**config.mk**
```make
export PLATFORM = sky130hd
export DESIGN_NAME = twcs_div_stage
export DESIGN_NICKNAME = d
export VERILOG_FILES = /design/src/twcs_pkg.sv /design/src/twcs_div_stage.sv
export SDC_FILE = /design/constraint.sdc
export NUM_CORES = 1
export LEC_CHECK = 0
export ABC_AREA = 1
export BUFFER_PORTS_ARGS = -buffer_cell sky130_fd_sc_hd__buf_2
export CORE_ASPECT_RATIO = 0.8
export CORE_MARGIN = 3
export CORE_UTILIZATION = 35
export DETAILED_ROUTE_END_ITERATION = 8
export GPL_ROUTABILITY_DRIVEN = 0
export GPL_TIMING_DRIVEN = 1
export PLACE_DENSITY = 0.7
export RECOVER_POWER = 25
export SLEW_MARGIN = 20
export SYNTH_ARGS = -nofsm -noshare
export SYNTH_HDL_FRONTEND = slang
export SYNTH_SLANG_ARGS = --single-unit
```
**constraint.sdc**
```tcl
create_clock -name i_clk -period 9.5 [get_ports i_clk]
set_clock_uncertainty 0.15 [all_clocks]
set_input_delay 1.9 -clock i_clk [delete_from_list [all_inputs] [get_ports i_clk]]
set_output_delay 1.9 -clock i_clk [all_outputs]
set_load 0.005 [all_outputs]
```
**src/twcs_pkg.sv**
```systemverilog
// Shared types, constants and helper functions for the textured wall column shader.
// No dependencies; every other file refers to this package by scoped names.
package twcs_pkg;

    // Texture and screen geometry
    localparam int TEX_SIZE      = 256;
    localparam int TEX_BITS      = 8;
    localparam int TEX_DEPTH     = 65536;
    localparam int SCREEN_HEIGHT = 1024;

    // Field widths
    localparam int ADDR_W  = 16;
    localparam int WORD_W  = 32;
    localparam int COL_W   = 12;
    localparam int ROW_W   = 10;
    localparam int SCALE_W = 16;
    localparam int FRAC_W  = 16;
    localparam int RGB_W   = 24;
    localparam int RGBA_W  = 32;

    // Span arithmetic: span = (scale * TEX_SIZE) >> SCALE_SHIFT
    localparam int SCALE_SHIFT = 7;
    localparam int PROD_W      = SCALE_W + TEX_BITS + 1;
    localparam int SPAN_W      = PROD_W - SCALE_SHIFT;
    localparam int POS_W       = SPAN_W + 2;
    localparam int OFF_W       = SPAN_W;
    localparam int NUM_W       = OFF_W + SCALE_SHIFT;
    localparam int LIM_W       = SCALE_W + TEX_BITS + 1;
    localparam int REM_W       = SCALE_W + 1;

    // Texture row divider: quotient bits per stage and stage count
    localparam int STEPS_PER_STAGE = 2;
    localparam int DIV_STAGES      = TEX_BITS / STEPS_PER_STAGE;

    // Configuration port
    localparam int PADDR_W   = 3;
    localparam int PDATA_W   = 32;
    localparam int CFG_IDX_W = PADDR_W - 2;
    localparam logic [CFG_IDX_W-1:0] CFG_CEILING = 1'b0;
    localparam logic [CFG_IDX_W-1:0] CFG_FLOOR   = 1'b1;

    localparam logic [7:0] ALPHA_OPAQUE = 8'hFF;

    typedef enum logic {
        CMD_LOAD  = 1'b0,
        CMD_SHADE = 1'b1
    } t_cmd;

    typedef enum logic [1:0] {
        REGION_CEILING = 2'd0,
        REGION_WALL    = 2'd1,
        REGION_FLOOR   = 2'd2
    } t_region;

    // One item as it moves down the pipeline
    typedef struct packed {
        t_cmd                cmd;
        logic [ADDR_W-1:0]   index;
        logic [WORD_W-1:0]   word;
        logic [COL_W-1:0]    col;
        logic [ROW_W-1:0]    row;
        t_region             region;
        logic [TEX_BITS-1:0] tcol;
        logic [SCALE_W-1:0]  den;
        logic [REM_W-1:0]    rem;
        logic [TEX_BITS-1:0] num_lo;
        logic [TEX_BITS-1:0] quo;
        logic                clamp;
    } t_item;

    // Memory words are little endian; the pixel wants red in the top byte
    function automatic logic [RGBA_W-1:0] byte_reverse(input logic [WORD_W-1:0] w);
        return {w[7:0], w[15:8], w[23:16], w[31:24]};
    endfunction

    function automatic logic [RGBA_W-1:0] opaque(input logic [RGB_W-1:0] rgb);
        return {rgb, ALPHA_OPAQUE};
    endfunction

endpackage

```
**src/twcs_div_stage.sv**
```systemverilog
// One stage of the texture row divider: restoring division, two quotient bits
// per stage, with the item's payload carried alongside. Uses twcs_pkg.
module twcs_div_stage (
    input  logic            i_clk,
    input  logic            i_rst_n,
    input  logic            i_valid,
    input  twcs_pkg::t_item i_item,
    input  logic            i_down_ready,
    output logic            o_ready,
    output logic            o_valid,
    output twcs_pkg::t_item o_item
);

    logic                            r_valid;
    twcs_pkg::t_item                 r_item;
    twcs_pkg::t_item                 n_item;
    logic [twcs_pkg::REM_W-1:0]      shifted;
    logic                            take;

    assign o_ready = !r_valid || i_down_ready;

    // Shift in the next dividend bit, subtract the divisor where it fits
    always_comb begin
        n_item  = i_item;
        shifted = '0;
        take    = 1'b0;
        for (int s = 0; s < twcs_pkg::STEPS_PER_STAGE; s++) begin
            shifted       = {n_item.rem[twcs_pkg::REM_W-2:0],
                             n_item.num_lo[twcs_pkg::TEX_BITS-1]};
            take          = shifted >= {1'b0, n_item.den};
            n_item.rem    = take ? shifted - {1'b0, n_item.den} : shifted;
            n_item.num_lo = {n_item.num_lo[twcs_pkg::TEX_BITS-2:0], 1'b0};
            n_item.quo    = {n_item.quo[twcs_pkg::TEX_BITS-2:0], take};
        end
    end

    always_ff @(posedge i_clk) begin
        if (!i_rst_n) begin
            r_valid <= 1'b0;
        end else if (o_ready) begin
            r_valid <= i_valid;
        end
    end

    always_ff @(posedge i_clk) begin
        if (o_ready) begin
            r_item <= n_item;
        end
    end

    assign o_valid = r_valid;
    assign o_item  = r_item;

endmodule

```
* Word-level counts from Yosys, hierarchy flattened
Cells that the tools add are included.
** Operators by class
- Reductions and logical operators :: 2
- Mux-type cells :: 2
- Add/subtract/negate cells :: 2
- Order comparisons :: 2
** Operator list (number)
- greater-or-equal comparator 17 x 16 -> 1 bit :: 2
- two-way mux 17 bit :: 1
- subtractor 17 x 16 -> 17 bit :: 1
- two-way mux 16 bit :: 1
- subtractor 16 bit :: 1
- zero test 1 bit :: 1
- logical OR 1 bit :: 1
** Storage, ports and cells
- Bits of input ports :: 135
- Word-level logic and storage cells :: 21
- Bits in registers :: 130
- Output and inout bits :: 133

* Longest topological paths before layout
- Word-level depth :: 4
- Depth in mapped cells :: 28
- Gate-level depth less buffers :: 25

* Worst setup path after synthesis
Ideal clock, no wire load.
- Path type :: input to output
- From :: input i_down_ready
- To :: output o_ready
- Slack :: 2.758 ns
- Required time :: 7.450 ns
- Stages on the path :: 2
- Buffers on the path :: 0
- Arrival time :: 4.692 ns
- Path through :: inv_1 -> nand2_1
** On the way
- Word-level cells in the longest chain between the ends :: 1
** Ends and longest elaborated chain
- start: declaration :: RTL line twcs_div_stage.sv:8 : input logic i_down_ready,
- logical OR 1 bit :: RTL line twcs_div_stage.sv:20 : assign o_ready = !r_valid || i_down_ready;
- end: declaration :: RTL line twcs_div_stage.sv:9 : output logic o_ready,
No other way between the ends.

==> summary.txt <==
Clocking
  • Hold Buf Count CTS: 0
  • H-tree depth: 4
  • Postcts setup bufs: 0
  • Clk slew on worst S/H paths: 0.06 ns
  • CTS Sinks: 130
  • Cts repair resizes: 0
  • CTS Root Cell: clkbuf_16
  • Worst-Skew Late Latency: 0.40 ns
  • CTS tree: yes
  • Num CTS Buffers: 17
  • CTS max path bufs: 2

STA
  • Final Hold Slack: 1.026 ns
  • Period utilization: 64.83%
  • RSZ-0062 raised after global routing: false
  • Slew HR: 33.93%
  • Final setup fails: 0
  • Hold Vio Cnt, Final: 0
  • Fmax: 0.1624 GHz
  • Final setup TNS: 0 ns
  • Worst-Margin Slew: 0.9910 ns
  • Tmin final: 6.159 ns
  • Max-slew violations: 0
  • Setup ws final: 3.341 ns

Floorplanning
  • Num ports: 268
  • Num rows: 44
  • Chip Height: 129.8 um
  • Die Width: 160.8 um
  • Initial Util: 36.36%
  • Full die area: 0.02087 mm2
  • Core area: 0.01844 mm2

Power and ir drop
  • Clock share of power: 36.2%
  • Sequential share of power: 40.2%
  • Max IR drop VDD: 0.1449 mV
  • Switching share of power: 29.93%
  • NetSw: 544.1 uW
  • Combinational share of power: 23.6%
  • Cell internal pwr: 1.274 mW
  • LEAKAGE: 4.327 nW
  • Pwr Density: 205.7 mW/mm2
  • Final total power: 1.818 mW

Yosys
  • Post-synth EDFFs: 129
  • Yosys cell types: 39
  • Sequential area share after synthesis: 58.06%
  • Asr flop ratio synth: 0%
  • Mapped Area: 0.006706 mm2
  • #FFs+latches synth: 130
  • Cell taking the most area after synthesis: edfxtp_1
  • Synth Flop Type: edfxtp_1
  • Synth top area cells: edfxtp_1 (58%), nand2_1 (8.6%), ha_1 (6.0%), inv_1 (3.8%), nand3_1 (2.8%)
  • YS warnings: 0
  • Mean post-synth cell area: 10.83 um2
  • Synthesized instance count: 619
  • Area fraction of the dominant cell type after synthesis: 57.76%

Routing
  • First-pass DRT Iterations: 5
  • Wire length per cell: 15.74 um
  • Antenna-violating nets left: 0
  • DR vias: 5335
  • DRC: 0
  • Initial drt markers: 422
  • Total routed wirelength: 18230 um
  • Vias per cell: 4.607

Global routing
  • M2 GR Usage: 25.73%
  • Top Usage Layer GRT: met2
  • First-pass GRT wire length: 27330 um
  • GRT Total Usage: 16.90%
  • Initial antenna violation count: 0
  • Met1 usage: 23.36%
  • M3 GR Usage: 5.998%
  • Largest net degree at the start of global routing: 70
  • GRT overflow: 0
  • Vias in the first global route: 5043

Place
  • Placed Instances: 1126
  • Detailed Place HPWL: 14300 um
  • PortBufs: 262
  • Setup WS pre-CTS: 2.970 ns
  • Area post-placement: 0.008247 mm2

Hold path
  • Hold Path Class: reg -> reg

Final layout
  • Post-route design area: 0.008838 mm2
  • Commonest non-fill, non-tap cell in the layout: buf_2
  • Ratio of cells with drive above 1 in the final layout: 41.44%
  • Multi-input combinational cell area: 0.002417 mm2
  • Most frequent cells in the layout: buf_2 (259), nand2_1 (153), edfxtp_1 (129)
  • Final Non-Filler Cells: 1158
  • ANT cells: 0
  • Register area: 0.003894 mm2
  • Final core occ: 47.92%
  • Fillers: 1746
  • Area growth syn-to-layout: 31.79%
  • Nets: 1061

Critical path
  • CP required: 9.49 ns
  • Setup crit end kind: flip-flop
  • Crit path kind: in -> reg
  • Crit path arrival time: 6.15 ns
  • Crit Path Max Fanout: 20
  • CP Launch Type: input port

Run
  • MaxCap Viol Count: 0

Outcome
  • Status: finished clean
[synthesized netlist by cell type (3+ instances only)]
library cell,instances
nor2_1,30
a21oi_2,3
nand2_4,7
nor2_2,3
nand3_2,18
nand4_1,4
o21ai_0,13
ha_1,32
edfxtp_1,129
xnor2_1,4
nand3_1,37
or2_2,5
nand2_2,24
a21oi_1,25
nand2_1,154
inv_2,13
xor2_1,12
buf_6,3
a21o_1,3
inv_1,67
nand3b_1,7
buf_4,3
[power groups by stage]
stage	Combinational [mW]	Sequential [mW]	Clock, mW
after global placement	0.422	0.741	0
after global routing	0.481	0.736	0.704
final	0.429	0.730	0.658
after CTS	0.431	0.731	0.679
after detailed placement	0.428	0.742	0
after floorplan	0.256	0.755	0
[critical path: stages]
cell	delay, ns
clkbuf_1	0.12
inv_1	0.09
ha_1	0.42
nand2_1	0.10
nand2_1	0.05
nand2_1	0.05
nand2_1	0.07
nand2_1	0.08
nand2_1	0.05
nand2_1	0.06
nand4_2	0.60
o21ai_0	0.77
ha_1	0.36
nand3_1	0.10
nand2_1	0.14
nand3_1	0.11
nand2_2	0.08
nand4_1	0.07
nand2_1	0.12
nand2_4	0.26
nand3_4	0.27
nand2_1	0.12
nand2_1	0.10
[final timing paths]
| path | from | endpoint | slack (ns) | cells after the start |
|---|---|---|---|---|
| worst min register to register | o_valid | o_valid | 1.03 | 2 |
| worst max-delay path | i_item[36] | o_item[23] | 3.34 | 23 |
| worst max register to register | o_valid | o_item[92] | 7.15 | 2 |
| worst min-delay path | o_valid | o_valid | 1.03 | 2 |
[final cells by class]
cell class	count	area share [%]
sequential	130	44.05
multi-input combinational	400	27.35
timing repair buffer	263	14.88
clock buffer	17	4.813
tap	253	3.582
inverter	80	3.398
clock inverter	15	1.925
[state kept, by name (all words and copies together) (netlist names)]
signal	cells
o_valid	1
o_item	129
[kinds of logic after synthesis]
family / count (synthesis) / share of synthesized area [%]
AO/OA/AOI/OAI: 48 / 3.955
buffers and inverters: 90 / 6.063
AND/OR/NAND/NOR: 300 / 23.21
other: 1 / 0.05592
XOR/XNOR: 16 / 2.089
flip-flops: 130 / 58.06
adder cells (fa/ha/maj): 34 / 6.567
[per-layer routing]
layer,vias up,share of wire (%),wire length [um]
li1,2629,-,-
met1,2428,44,7994
met2,267,45,8123
met3,11,11,1948
met4,0,0.88,161
met5,-,0,0
(Power assumes the default switching activity.)
