### config.mk
export PLATFORM = sky130hd
export DESIGN_NAME = twcs_span
export DESIGN_NICKNAME = d
export VERILOG_FILES = /design/src/twcs_pkg.sv /design/src/twcs_span.sv
export SDC_FILE = /design/constraint.sdc
export NUM_CORES = 1
export LEC_CHECK = 0
export BUFFER_PORTS_ARGS = -buffer_cell sky130_fd_sc_hd__buf_4
export CORE_MARGIN = 5
export CORE_UTILIZATION = 35
export CTS_CLUSTER_SIZE = 14
export DETAILED_ROUTE_END_ITERATION = 10
export HOLD_SLACK_MARGIN = 0.06
export PLACE_DENSITY = 0.54
export SYNTH_ARGS = -nofsm -noshare
export SYNTH_HDL_FRONTEND = slang
export SYNTH_SLANG_ARGS = --single-unit
export TNS_END_PERCENT = 30
### constraint.sdc
create_clock -name i_clk -period 7.73 [get_ports i_clk]
set_input_delay 0.773 -clock i_clk [delete_from_list [all_inputs] [get_ports i_clk]]
set_output_delay 0.773 -clock i_clk [all_outputs]
set_load 0.1 [all_outputs]
### src/twcs_pkg.sv
// Shared types, constants and helper functions for the textured wall column shader.
// No dependencies; every other file refers to this package by scoped names.
package twcs_pkg;

    // Texture and screen geometry
    localparam int TEX_SIZE      = 256;
    localparam int TEX_BITS      = 8;
    localparam int TEX_DEPTH     = 65536;
    localparam int SCREEN_HEIGHT = 1024;

    // Field widths
    localparam int ADDR_W  = 16;
    localparam int WORD_W  = 32;
    localparam int COL_W   = 12;
    localparam int ROW_W   = 10;
    localparam int SCALE_W = 16;
    localparam int FRAC_W  = 16;
    localparam int RGB_W   = 24;
    localparam int RGBA_W  = 32;

    // Span arithmetic: span = (scale * TEX_SIZE) >> SCALE_SHIFT
    localparam int SCALE_SHIFT = 7;
    localparam int PROD_W      = SCALE_W + TEX_BITS + 1;
    localparam int SPAN_W      = PROD_W - SCALE_SHIFT;
    localparam int POS_W       = SPAN_W + 2;
    localparam int OFF_W       = SPAN_W;
    localparam int NUM_W       = OFF_W + SCALE_SHIFT;
    localparam int LIM_W       = SCALE_W + TEX_BITS + 1;
    localparam int REM_W       = SCALE_W + 1;

    // Texture row divider: quotient bits per stage and stage count
    localparam int STEPS_PER_STAGE = 2;
    localparam int DIV_STAGES      = TEX_BITS / STEPS_PER_STAGE;

    // Configuration port
    localparam int PADDR_W   = 3;
    localparam int PDATA_W   = 32;
    localparam int CFG_IDX_W = PADDR_W - 2;
    localparam logic [CFG_IDX_W-1:0] CFG_CEILING = 1'b0;
    localparam logic [CFG_IDX_W-1:0] CFG_FLOOR   = 1'b1;

    localparam logic [7:0] ALPHA_OPAQUE = 8'hFF;

    typedef enum logic {
        CMD_LOAD  = 1'b0,
        CMD_SHADE = 1'b1
    } t_cmd;

    typedef enum logic [1:0] {
        REGION_CEILING = 2'd0,
        REGION_WALL    = 2'd1,
        REGION_FLOOR   = 2'd2
    } t_region;

    // One item as it moves down the pipeline
    typedef struct packed {
        t_cmd                cmd;
        logic [ADDR_W-1:0]   index;
        logic [WORD_W-1:0]   word;
        logic [COL_W-1:0]    col;
        logic [ROW_W-1:0]    row;
        t_region             region;
        logic [TEX_BITS-1:0] tcol;
        logic [SCALE_W-1:0]  den;
        logic [REM_W-1:0]    rem;
        logic [TEX_BITS-1:0] num_lo;
        logic [TEX_BITS-1:0] quo;
        logic                clamp;
    } t_item;

    // Memory words are little endian; the pixel wants red in the top byte
    function automatic logic [RGBA_W-1:0] byte_reverse(input logic [WORD_W-1:0] w);
        return {w[7:0], w[15:8], w[23:16], w[31:24]};
    endfunction

    function automatic logic [RGBA_W-1:0] opaque(input logic [RGB_W-1:0] rgb);
        return {rgb, ALPHA_OPAQUE};
    endfunction

endpackage

### src/twcs_span.sv
// Front end of the shader pipeline: wall span, region choice, texture column,
// and setup of the texture row division. Two register stages. Uses twcs_pkg.
module twcs_span (
    input  logic                          i_clk,
    input  logic                          i_rst_n,
    input  logic                          i_valid,
    input  logic                          i_cmd,
    input  logic [twcs_pkg::ADDR_W-1:0]   i_texel_index,
    input  logic [twcs_pkg::WORD_W-1:0]   i_texel_word,
    input  logic [twcs_pkg::COL_W-1:0]    i_screen_column,
    input  logic [twcs_pkg::ROW_W-1:0]    i_screen_row,
    input  logic [twcs_pkg::SCALE_W-1:0]  i_wall_scale,
    input  logic [twcs_pkg::FRAC_W-1:0]   i_tex_x_frac,
    input  logic                          i_down_ready,
    output logic                          o_ready,
    output logic                          o_valid,
    output twcs_pkg::t_item               o_item
);

    localparam int FPROD_W = twcs_pkg::FRAC_W + twcs_pkg::TEX_BITS + 1;
    localparam int CMP_W   = (twcs_pkg::NUM_W > twcs_pkg::LIM_W) ?
                             twcs_pkg::NUM_W + 1 : twcs_pkg::LIM_W + 1;

    logic                                r_a_valid;
    logic                                r_b_valid;
    twcs_pkg::t_item                     r_a_item;
    twcs_pkg::t_item                     r_b_item;
    logic [twcs_pkg::OFF_W-1:0]          r_a_off;
    twcs_pkg::t_item                     n_a_item;
    twcs_pkg::t_item                     n_b_item;
    logic [twcs_pkg::OFF_W-1:0]          n_a_off;

    logic                                en_a;
    logic                                en_b;
    logic [twcs_pkg::PROD_W-1:0]         prod;
    logic [twcs_pkg::SPAN_W-1:0]         span;
    logic signed [twcs_pkg::POS_W-1:0]   d_start;
    logic signed [twcs_pkg::POS_W-1:0]   d_adj;
    logic signed [twcs_pkg::POS_W-1:0]   wall_start;
    logic [twcs_pkg::SPAN_W:0]           end_sum;
    logic [twcs_pkg::POS_W-1:0]          wall_end;
    logic signed [twcs_pkg::POS_W-1:0]   row_pos;
    logic signed [twcs_pkg::POS_W-1:0]   row_diff;
    logic                                is_ceiling;
    logic                                is_wall;
    logic [FPROD_W-1:0]                  frac_prod;
    logic [twcs_pkg::NUM_W-1:0]          num;
    logic [CMP_W-1:0]                    lim;

    // Stage enables: a stage loads when it is empty or its content moves on
    assign en_b    = !r_b_valid || i_down_ready;
    assign en_a    = !r_a_valid || en_b;
    assign o_ready = en_a;

    // Span, start and end of the wall; start truncates toward zero
    always_comb begin
        prod       = twcs_pkg::PROD_W'(i_wall_scale) * twcs_pkg::PROD_W'(twcs_pkg::TEX_SIZE);
        span       = prod[twcs_pkg::PROD_W-1:twcs_pkg::SCALE_SHIFT];
        d_start    = $signed(twcs_pkg::POS_W'(twcs_pkg::SCREEN_HEIGHT))
                   - $signed(twcs_pkg::POS_W'(span));
        d_adj      = d_start + $signed({{(twcs_pkg::POS_W-1){1'b0}}, d_start[twcs_pkg::POS_W-1]});
        wall_start = d_adj >>> 1;
        end_sum    = (twcs_pkg::SPAN_W+1)'(twcs_pkg::SCREEN_HEIGHT)
                   + (twcs_pkg::SPAN_W+1)'(span);
        wall_end   = twcs_pkg::POS_W'(end_sum >> 1);
        row_pos    = $signed(twcs_pkg::POS_W'(i_screen_row));
        row_diff   = row_pos - wall_start;
        is_ceiling = row_pos < wall_start;
        is_wall    = !is_ceiling
                   && (twcs_pkg::POS_W'(i_screen_row) < wall_end)
                   && ((twcs_pkg::ROW_W+1)'(i_screen_row)
                       < (twcs_pkg::ROW_W+1)'(twcs_pkg::SCREEN_HEIGHT))
                   && (i_wall_scale != '0);
        frac_prod  = FPROD_W'(i_tex_x_frac) * FPROD_W'(twcs_pkg::TEX_SIZE);
    end

    // Build stage A content
    always_comb begin
        n_a_item        = '0;
        n_a_item.cmd    = twcs_pkg::t_cmd'(i_cmd);
        n_a_item.index  = i_texel_index;
        n_a_item.word   = i_texel_word;
        n_a_item.col    = i_screen_column;
        n_a_item.row    = i_screen_row;
        n_a_item.region = is_ceiling ? twcs_pkg::REGION_CEILING :
                          is_wall    ? twcs_pkg::REGION_WALL : twcs_pkg::REGION_FLOOR;
        n_a_item.tcol   = frac_prod[twcs_pkg::FRAC_W+twcs_pkg::TEX_BITS-1:twcs_pkg::FRAC_W];
        n_a_item.den    = i_wall_scale;
        n_a_off         = row_diff[twcs_pkg::OFF_W-1:0];
    end

    // Stage B: dividend, clamp test and initial partial remainder
    always_comb begin
        num             = {r_a_off, {twcs_pkg::SCALE_SHIFT{1'b0}}};
        lim             = CMP_W'(r_a_item.den) * CMP_W'(twcs_pkg::TEX_SIZE);
        n_b_item        = r_a_item;
        n_b_item.clamp  = CMP_W'(num) >= lim;
        n_b_item.rem    = twcs_pkg::REM_W'(num >> twcs_pkg::TEX_BITS);
        n_b_item.num_lo = num[twcs_pkg::TEX_BITS-1:0];
        n_b_item.quo    = '0;
    end

    // Valid bits
    always_ff @(posedge i_clk) begin
        if (!i_rst_n) begin
            r_a_valid <= 1'b0;
            r_b_valid <= 1'b0;
        end else begin
            if (en_a) begin
                r_a_valid <= i_valid;
            end
            if (en_b) begin
                r_b_valid <= r_a_valid;
            end
        end
    end

    // Payload
    always_ff @(posedge i_clk) begin
        if (en_a) begin
            r_a_item <= n_a_item;
            r_a_off  <= n_a_off;
        end
        if (en_b) begin
            r_b_item <= n_b_item;
        end
    end

    assign o_valid = r_b_valid;
    assign o_item  = r_b_item;

endmodule

==> Yosys cells after proc, flatten, opt, wreduce, memory -nomap -nowiden <==
Cells that the tools add are included.
{ "word_totals": {"in_bits": 107, "register_bits": 233, "word_cells": 38} }
{ "op_classes": {"magnitude_cmp": 3, "muxes": 1, "n_reduce_logical": 8, "addsub": 4} }
{ "ops": {"columns": ["cell", "count"], "rows": [
  ["greater-or-equal comparator 25 x 24 -> 1 bit", 1],
  ["adder 18 x 2 -> 19 bit", 1],
  ["adder 11 x 17 -> 18 bit, first input constant", 1],
  ["less-than comparator 11 x 18 -> 1 bit", 1],
  ["subtractor 11 x 17 -> 18 bit, first input constant", 1],
  ["subtractor 11 x 18 -> 18 bit", 1],
  ["less-than comparator 10 x 17 -> 1 bit", 1],
  ["nonzero test 16 bit", 1],
  ["logical NOT 1 bit", 3],
  ["logical AND 1 bit", 2],
  ["logical OR 1 bit", 2],
  ["2-to-1 mux 2 bit", 1]
]} }

==> Depth between registers and ports, before layout <==
Gate-level depths: netlist of the first run.
{ "depth": {"depth_word": 7, "depth_mapped": 14} }

==> Worst setup path before layout of the first run <==
Ideal clock, no wire load.
{ "synth_timing": {"path_kind": "reg-to-reg", "startpoint": "reg r_b_valid (netlist: o_valid)", "endpoint": "reg r_a_item (netlist bit n_b_item[100]) (enable)", "path_buffers": 0, "path_stages_with_launch": 3, "arrival_time_ns": 3.669, "setup_ns": 1.238, "period_less_slack_ns": 4.907, "path_slack_ns": 2.823, "path_cell_list": "dfxtp_1 nor2b_1 nand2_1"} }
{ "synth_via": {"elab_chain_cells": 3} }
{ "synth_rtl": {"columns": ["element", "line_no", "source"], "rows": [
  ["start, declared", "twcs_span.sv:25", "logic r_b_valid;"],
  ["start signal, assigned", "twcs_span.sv:113", "r_b_valid <= r_a_valid;"],
  ["logical NOT 1 bit", "twcs_span.sv:51", "assign en_b = !r_b_valid || i_down_ready;"],
  ["logical OR 1 bit", "twcs_span.sv:51", null],
  ["logical OR 1 bit", "twcs_span.sv:52", "assign en_a = !r_a_valid || en_b;"],
  ["named net o_ready", "twcs_span.sv:15", "output logic o_ready,"],
  ["end signal, assigned", "twcs_span.sv:121", "r_a_item <= n_a_item;"],
  ["end, declared", "twcs_span.sv:26", "twcs_pkg::t_item r_a_item;"]
]} }
The timed path passes the listed nets, and every way through them passes these cells.
A chain may end at the register's enable or synchronous reset.

==> Final worst setup path of the first run <==
{ "layout_timing": {"startpoint": "in i_wall_scale[1] (netlist name)", "endpoint": "reg r_a_item (netlist bit n_b_item[59]), data pin"} }
{ "layout_via": {"elab_chain_cells": 7, "elab_cells_between_ends": 10, "classes_between": "add/sub (3); order compare (2); mux (1); reduce/logical (4)"} }
{ "layout_rtl": {"columns": ["element", "line_no", "source"], "rows": [
  ["start, declared", "twcs_span.sv:12", "input logic [twcs_pkg::SCALE_W-1:0] i_wall_scale,"],
  ["subtractor 11 x 17 -> 18 bit", "twcs_span.sv:60", "- $signed(twcs_pkg::POS_W'(span));"],
  ["adder 18 x 2 -> 19 bit", "twcs_span.sv:61", "d_adj = d_start + $signed({{(twcs_pkg::POS_W-1){1'b0}}, d_start[twcs_pkg::POS_W-1]});"],
  ["less-than comparator 11 x 18 -> 1 bit", "twcs_span.sv:68", "is_ceiling = row_pos < wall_start;"],
  ["logical NOT 1 bit", "twcs_span.sv:69", "is_wall = !is_ceiling"],
  ["logical AND 1 bit", "twcs_span.sv:70", "&& (twcs_pkg::POS_W'(i_screen_row) < wall_end)"],
  ["logical AND 1 bit", "twcs_span.sv:73", "&& (i_wall_scale != '0);"],
  ["2-to-1 mux 2 bit", "twcs_span.sv:86", "is_wall ? twcs_pkg::REGION_WALL : twcs_pkg::REGION_FLOOR;"]
]} }
Parallel ways exist; a longest one is shown, timed or not.

==> results of run 1 <==
[registers in the layout, indices dropped and copies added (netlist names)]
name       flops
r_a_off       18
n_b_item      97
o_item       116
o_valid        1
r_a_valid      1
[per-layer routing]
| layer | global-route usage, % | up-vias |
|---|---|---|
| met4 | 3.105 | 0 |
| met5 | 0 | - |
| met1 | 15.81 | 2330 |
| met2 | 21.21 | 203 |
| li1 | - | 2300 |
| met3 | 3.827 | 22 |
[metrics by stage]
stage               area (µm²)  total power, mW
floorplan                 8831            2.106
global placement         10770            2.273
detailed placement       10770            2.282
CTS                      11600            3.505
global route             11600            3.594
finish                   11600            3.452
[where the power goes]
group / total, mW / switching, mW / internal, mW
logic: 0.707 / 0.552 / 0.155
clock network: 1.20 / 0.475 / 0.729
registers: 1.54 / 0.0350 / 1.51
[worst max-delay path by stage]
stage                                from            end  slack (ns)  cells after the start
after floorplan                   o_valid  n_b_item[100]        2.82                      2
after global placement    i_wall_scale[1]   n_b_item[58]        3.86                     12
after detailed placement  i_wall_scale[1]   n_b_item[59]        3.87                     12
after CTS                 i_wall_scale[1]   n_b_item[59]        4.42                     12
after global routing      i_wall_scale[1]   n_b_item[59]        4.27                     12
final                     i_wall_scale[1]   n_b_item[59]        4.41                     12
[layout make-up]
type                            count  area [µm²]  share of cell area (%)
Sequential cell                   233        6977                   60.13
Timing Repair Buffer              218        1637                   14.10
Multi-Input combinational cell    209        1587                   13.67
Clock buffer                       28       636.9                   5.488
Tap cell                          330       412.9                   3.558
Clock inverter                     18       201.4                   1.736
Inverter                           40       152.6                   1.316
[cells in the mapped netlist, types with 2 or more instances]
cell type	count
a31o_2	2
a21oi_1	12
a21o_1	12
a21boi_0	2
nor4_1	4
nor3_1	7
o21ai_0	11
nand2_1	11
dfxtp_1	2
clkbuf_1	2
o21a_1	6
ha_1	39
nand3_1	8
xor2_1	5
xnor2_1	14
nand4_1	2
nor2_1	18
inv_1	40
a31oi_1	7
buf_4	15
a211oi_1	2
edfxtp_1	231
o211ai_1	3
nor2b_1	6
nand2b_1	2
[cell families after synthesis]
group	count (synthesis)	synth area share, %
DFF	233	79.48
and+or+nand+nor	69	4.290
AOI/OAI and AO/OA	64	5.074
buffers and inverters	58	3.136
adders and majority gates	40	5.787
xor gates and xnor gates	20	2.081
other	1	0.04272
muxes	1	0.1140
[worst max-delay path: cells and delay by family]
kind | cells | cell delay (ns)
simple gates | 4 | 0.94
compound gates | 3 | 0.92
fa+ha+maj | 2 | 0.56
buf+inv | 2 | 0.21
xor+xnor | 1 | 0.17
==> metrics.txt, run 1 <==
ranking of synthesized cells by area=edfxtp_1 (79%), ha_1 (5.6%), inv_1 (1.7%), xnor2_1 (1.4%), buf_4 (1.3%); setup TNS=0 ns; commonest non-fill, non-tap cell in the layout=edfxtp_1; R2R Path End=n_b_item[128]; num ports=240; Via Count=4,855; Remaining DRCs=0; # Max-Cap Violations=0; most common flop cell mapped by yosys=edfxtp_1; uppermost layer routed=met4; Most common cell on crit path=ha_1; Final setup viols=0; Slew headroom=45.86%; wire per inst=17.29 µm; clock-pin slew on the worst setup and hold paths=0.06 ns; die area=28,350 µm²; worst hold path cell count=0; Clk Latency, worst-skew pair=0.51 ns; H-tree levels=1; CTS tree=built; Final Skew=0.01280 ns; startpoint class of the critical path=input pin; minimum clock period=3.318 ns; Die Ht=168.4 µm; WHS=0.4148 ns; number of synthesized flops with an enable pin=231; area leader, netlist=edfxtp_1; initial antenna violation count=0; CP Data Arrival Time=3.58 ns; worst path required time=7.99 ns; Finished Core Util=46.48%; Peak VDD IR=0.1708 mV; Seq/Total Area, Yosys=79.48%; Cell variety after synth=48; CTS resizes=0; async set or reset register ratio after synthesis=0%; met3 WL=1.800 mm; # rows=58; CTS Hold Bufs=0; most frequent cells in the layout=edfxtp_1 (231), buf_4 (218), inv_1 (39), ha_1 (39), clkbuf_16 (25); GRT Total Usage=12.53%; final wirelength=18.60 mm; CP peak stage delay=0.53 ns; worst-path maximum fanout=8; Starting Density=35.16%; Place WS=3.870 ns; synthesized flop and latch total=233; M1 WL=7.585 mm; yosys warns=0; drt first-iter violations=505; cell count after synthesis=486; first-pass GRT wire length=27.96 mm; placed cell count=1,030; Hold Vio Cnt, Final=0; area grow syn2layout=32.18%; Syn Area/Cell=18.06 µm²; number of global-route vias before repair=4,994; Post-Syn Area=8778 µm²; crit path kind=in2reg; RSZ-0062 raised after global routing=false; cells on worst reg2reg path=3; flop2flop setup slack=5.43 ns; run status=completed; length of the first detailed-routing pass in iterations=4; share of layout cells above drive strength 1=36.33%; final cell count without fillers=1,076; clock tree root buffer cell=clkbuf_16; fin worst setup slack=4.412 ns; Post-CTS Setup Inserts=0; worst min path class=reg2reg; crit-path cells=buf_4, inv_1, ha_1, nor3b_2, nand3_1, xnor2_1, ha_1, and4_2, a211oi_1, a21boi_4, a21oi_1, nor2b_1; diodes inserted=0; largest net degree at the start of global routing=61; PwrDens=297.5 nW/µm²; WHS Endpoint=o_item[97]; remaining antenna violation count=0; max-slew violation count=0; HPWL after DPL=13.57 mm; GPL Wtd Cong=0.8046; period utilization=42.92%; area of the core=24,960 µm²; Nets=874; Worst setup EP type=flop; worst flop-to-flop path startpoint=o_valid; buffer depth of the longest clock path=3; I/O Buffers=216; Slowest cell on crit path=a211oi_1; CTS buffer count=25; width of the die=168.4 µm; worst-margin pin slew=0.8121 ns; worst min-delay path startpoint=n_b_item[97]; total gr overflow=0; Pleak=4.862 nW; Clock Sinks=233; top cell type's share of synthesized area=79.02%; Vias/cell=4.512; # fillers=2,171; fmax=301.4 MHz; metal2 WL=8.950 mm
No activity file was read; power rests on OpenSTA's default activity.
==> run 2: changes to the inputs <==
--- a/config.mk
+++ b/config.mk
@@ -11,7 +11,7 @@
 export CTS_CLUSTER_SIZE = 14
 export DETAILED_ROUTE_END_ITERATION = 10
 export HOLD_SLACK_MARGIN = 0.06
-export PLACE_DENSITY = 0.54
+export PLACE_DENSITY = 0.56
 export SYNTH_ARGS = -nofsm -noshare
 export SYNTH_HDL_FRONTEND = slang
 export SYNTH_SLANG_ARGS = --single-unit
==> constraint.sdc (replaced) <==
create_clock -name i_clk -period 3 [get_ports i_clk]
set_input_delay 0.3 -clock i_clk [delete_from_list [all_inputs] [get_ports i_clk]]
set_output_delay 0.3 -clock i_clk [all_outputs]
set_load 0.1 [all_outputs]
==> metrics.txt, run 2 (same netlist as run 1, synthesis figures left out) <==
run status=completed; GRT Total Usage=13.61% (+1.1 points); crit path kind=in2reg; share of layout cells above drive strength 1=33.64% (-2.7 points); die area=28,350 µm² (unchanged); H-tree levels=1 (unchanged); M1 WL=8.332 mm (+9.8%); area of the multi-input gates=1605 µm² (+1.2%); largest net degree at the start of global routing=63 (+3.3%); worst min path class=in2reg; most frequent cells in the layout=buf_4 (237), edfxtp_1 (231), dlygate4sd3_1 (95); buffer depth of the longest clock path=3 (unchanged); Final Skew=0.01097 ns (-0.001834 ns); metal2 WL=9.889 mm (+10%); initial antenna violation count=0 (unchanged); PwrDens=701.4 nW/µm² (+140%); Storage cell area=6980 µm² (about the same); # fillers=2,078 (-4.3%); max FFs per register=116 (unchanged); width of the die=168.4 µm (unchanged); Starting Density=35.16% (unchanged); # rows=58 (unchanged); met3 WL=1.567 mm (-13%); Remaining DRCs=0 (unchanged); remaining antenna violation count=0 (unchanged); Peak VDD IR=0.4008 mV (+130%); Via Count=5,280 (+8.8%); area of the core=24,960 µm² (unchanged); clock-pin slew on the worst setup and hold paths=0.06 ns (about the same); Design Power=8.912 mW (+160%); placed cell count=1,049 (+1.8%); HPWL after DPL=14.13 mm (+4.1%); CTS tree=built; final cell count without fillers=1,189 (+11%); first-pass GRT wire length=30.55 mm (+9.3%); Pleak=5.347 nW (+10%); fmax=345.3 MHz; RSZ-0062 raised after global routing=true; wire per inst=16.92 µm (-2.1%); I/O Buffers=216 (unchanged); drt first-iter violations=448 (-11%); WHS=0.1092 ns (-0.3056 ns); CP Data Arrival Time=3.16 ns (-0.42 ns); # Max-Cap Violations=0 (unchanged); Nets=990 (+13%); Placed Area=10,930 µm² (+1.5%); num ports=240 (unchanged); GPL Wtd Cong=0.8380 (+4.2%); Die Ht=168.4 µm (unchanged); Clock Sinks=233 (unchanged); Final setup viols=0 (unchanged); CTS buffer count=26 (+4.0%); final wirelength=20.11 mm (+8.1%); commonest non-fill, non-tap cell in the layout=buf_4; diodes inserted=0 (unchanged); number of global-route vias before repair=5,463 (+9.4%); Vias/cell=4.441 (-1.6%); setup TNS=0 ns (unchanged); area grow syn2layout=44.74%; startpoint class of the critical path=input pin; clock tree root buffer cell=clkbuf_16; length of the first detailed-routing pass in iterations=4 (unchanged); max-slew violation count=0 (unchanged); Hold Vio Cnt, Final=0 (unchanged); worst path required time=3.26 ns (-4.73 ns); Slew headroom=47.16% (+1.3 points); Final Cell Area=12,710 µm² (+9.5%); Worst setup EP type=flop; total gr overflow=0 (unchanged); worst-path maximum fanout=4 (-4); period utilization=96.54%; worst-margin pin slew=0.7926 ns (-0.01946 ns); Clk Latency, worst-skew pair=0.51 ns (about the same); uppermost layer routed=met4; minimum clock period=2.896 ns
-- run 2: cell types whose count changed in the layout (fill, tap and decap cells not counted), sizes merged --
cell	before	now
dlygate4sd3	0	95
clkinv	11	10
inv	42	39
clkinvlp	1	2
buf	218	238
clkbuf	28	31
bufinv	4	2
-- run 2: where the power goes --
| group | internal [mW] | switching (mW) | total (mW) | leakage (nW) |
|---|---|---|---|---|
| clock | 1.79 | 1.18 | 2.98 | 0.389 |
| combinational | 0.503 | 1.46 | 1.96 | 2.51 |
| sequential | 3.88 | 0.0950 | 3.98 | 2.45 |
| total | 6.18 | 2.74 | 8.91 | 5.35 |
-- run 2: metal layers --
metal  vias up  GRT usage (%)
met5         -              0
met4         0          3.529
met3        29          3.076
met2       216          23.60
met1      2507          17.31
li1       2528              -
-- run 2: final timing paths --
check	end	startpoint	cells past startpoint	slack (ns)
max	r_a_off[14]	i_wall_scale[3]	15	0.10
min	n_b_item[35]	i_wall_scale[1]	2	0.11
max reg2reg	o_item[0]	r_a_off[1]	9	1.10
min reg2reg	o_item[87]	n_b_item[87]	0	0.41
-- run 2: repair_timing --
item                                   in CTS  in global routing
setup endpoints to repair                   0                  6
buffers inserted                            0                  1
hold buffers                               95                  0
resized for setup                           0                  3
endpoints found under the hold margin      95                  0
-- run 2: stage by stage --
stage                     setup slack (ns)  util (%)
after CTS                          0.02711     50.80
after global routing              -0.01609     50.90
after global placement            -0.02878     43.78
after floorplan                   0.005199         -
final                               0.1038     50.90
after detailed placement          -0.09163     43.78
-- run 2: worst max-delay path, cell delays in order --
cell and delay, ns:
dlygate4sd3_1 0.54, buf_4 0.17, nor4_4 0.21, buf_4 0.19, nand2_1 0.06, xnor2_1 0.13
ha_1 0.33, a21o_1 0.21, a21oi_1 0.16, nor2_1 0.08, a211oi_1 0.23, buf_4 0.17
a21boi_4 0.08, mux2i_1 0.21, xnor2_1 0.09
-- run 2: cell type report --
type | count | area share [%]
well taps | 330 | 3.250
multi-input cells | 209 | 12.63
flip-flops and latches | 233 | 54.94
repair buffers | 333 | 21.64
clock inverters | 13 | 0.8863
inverters | 40 | 1.211
clock buffers | 31 | 5.436
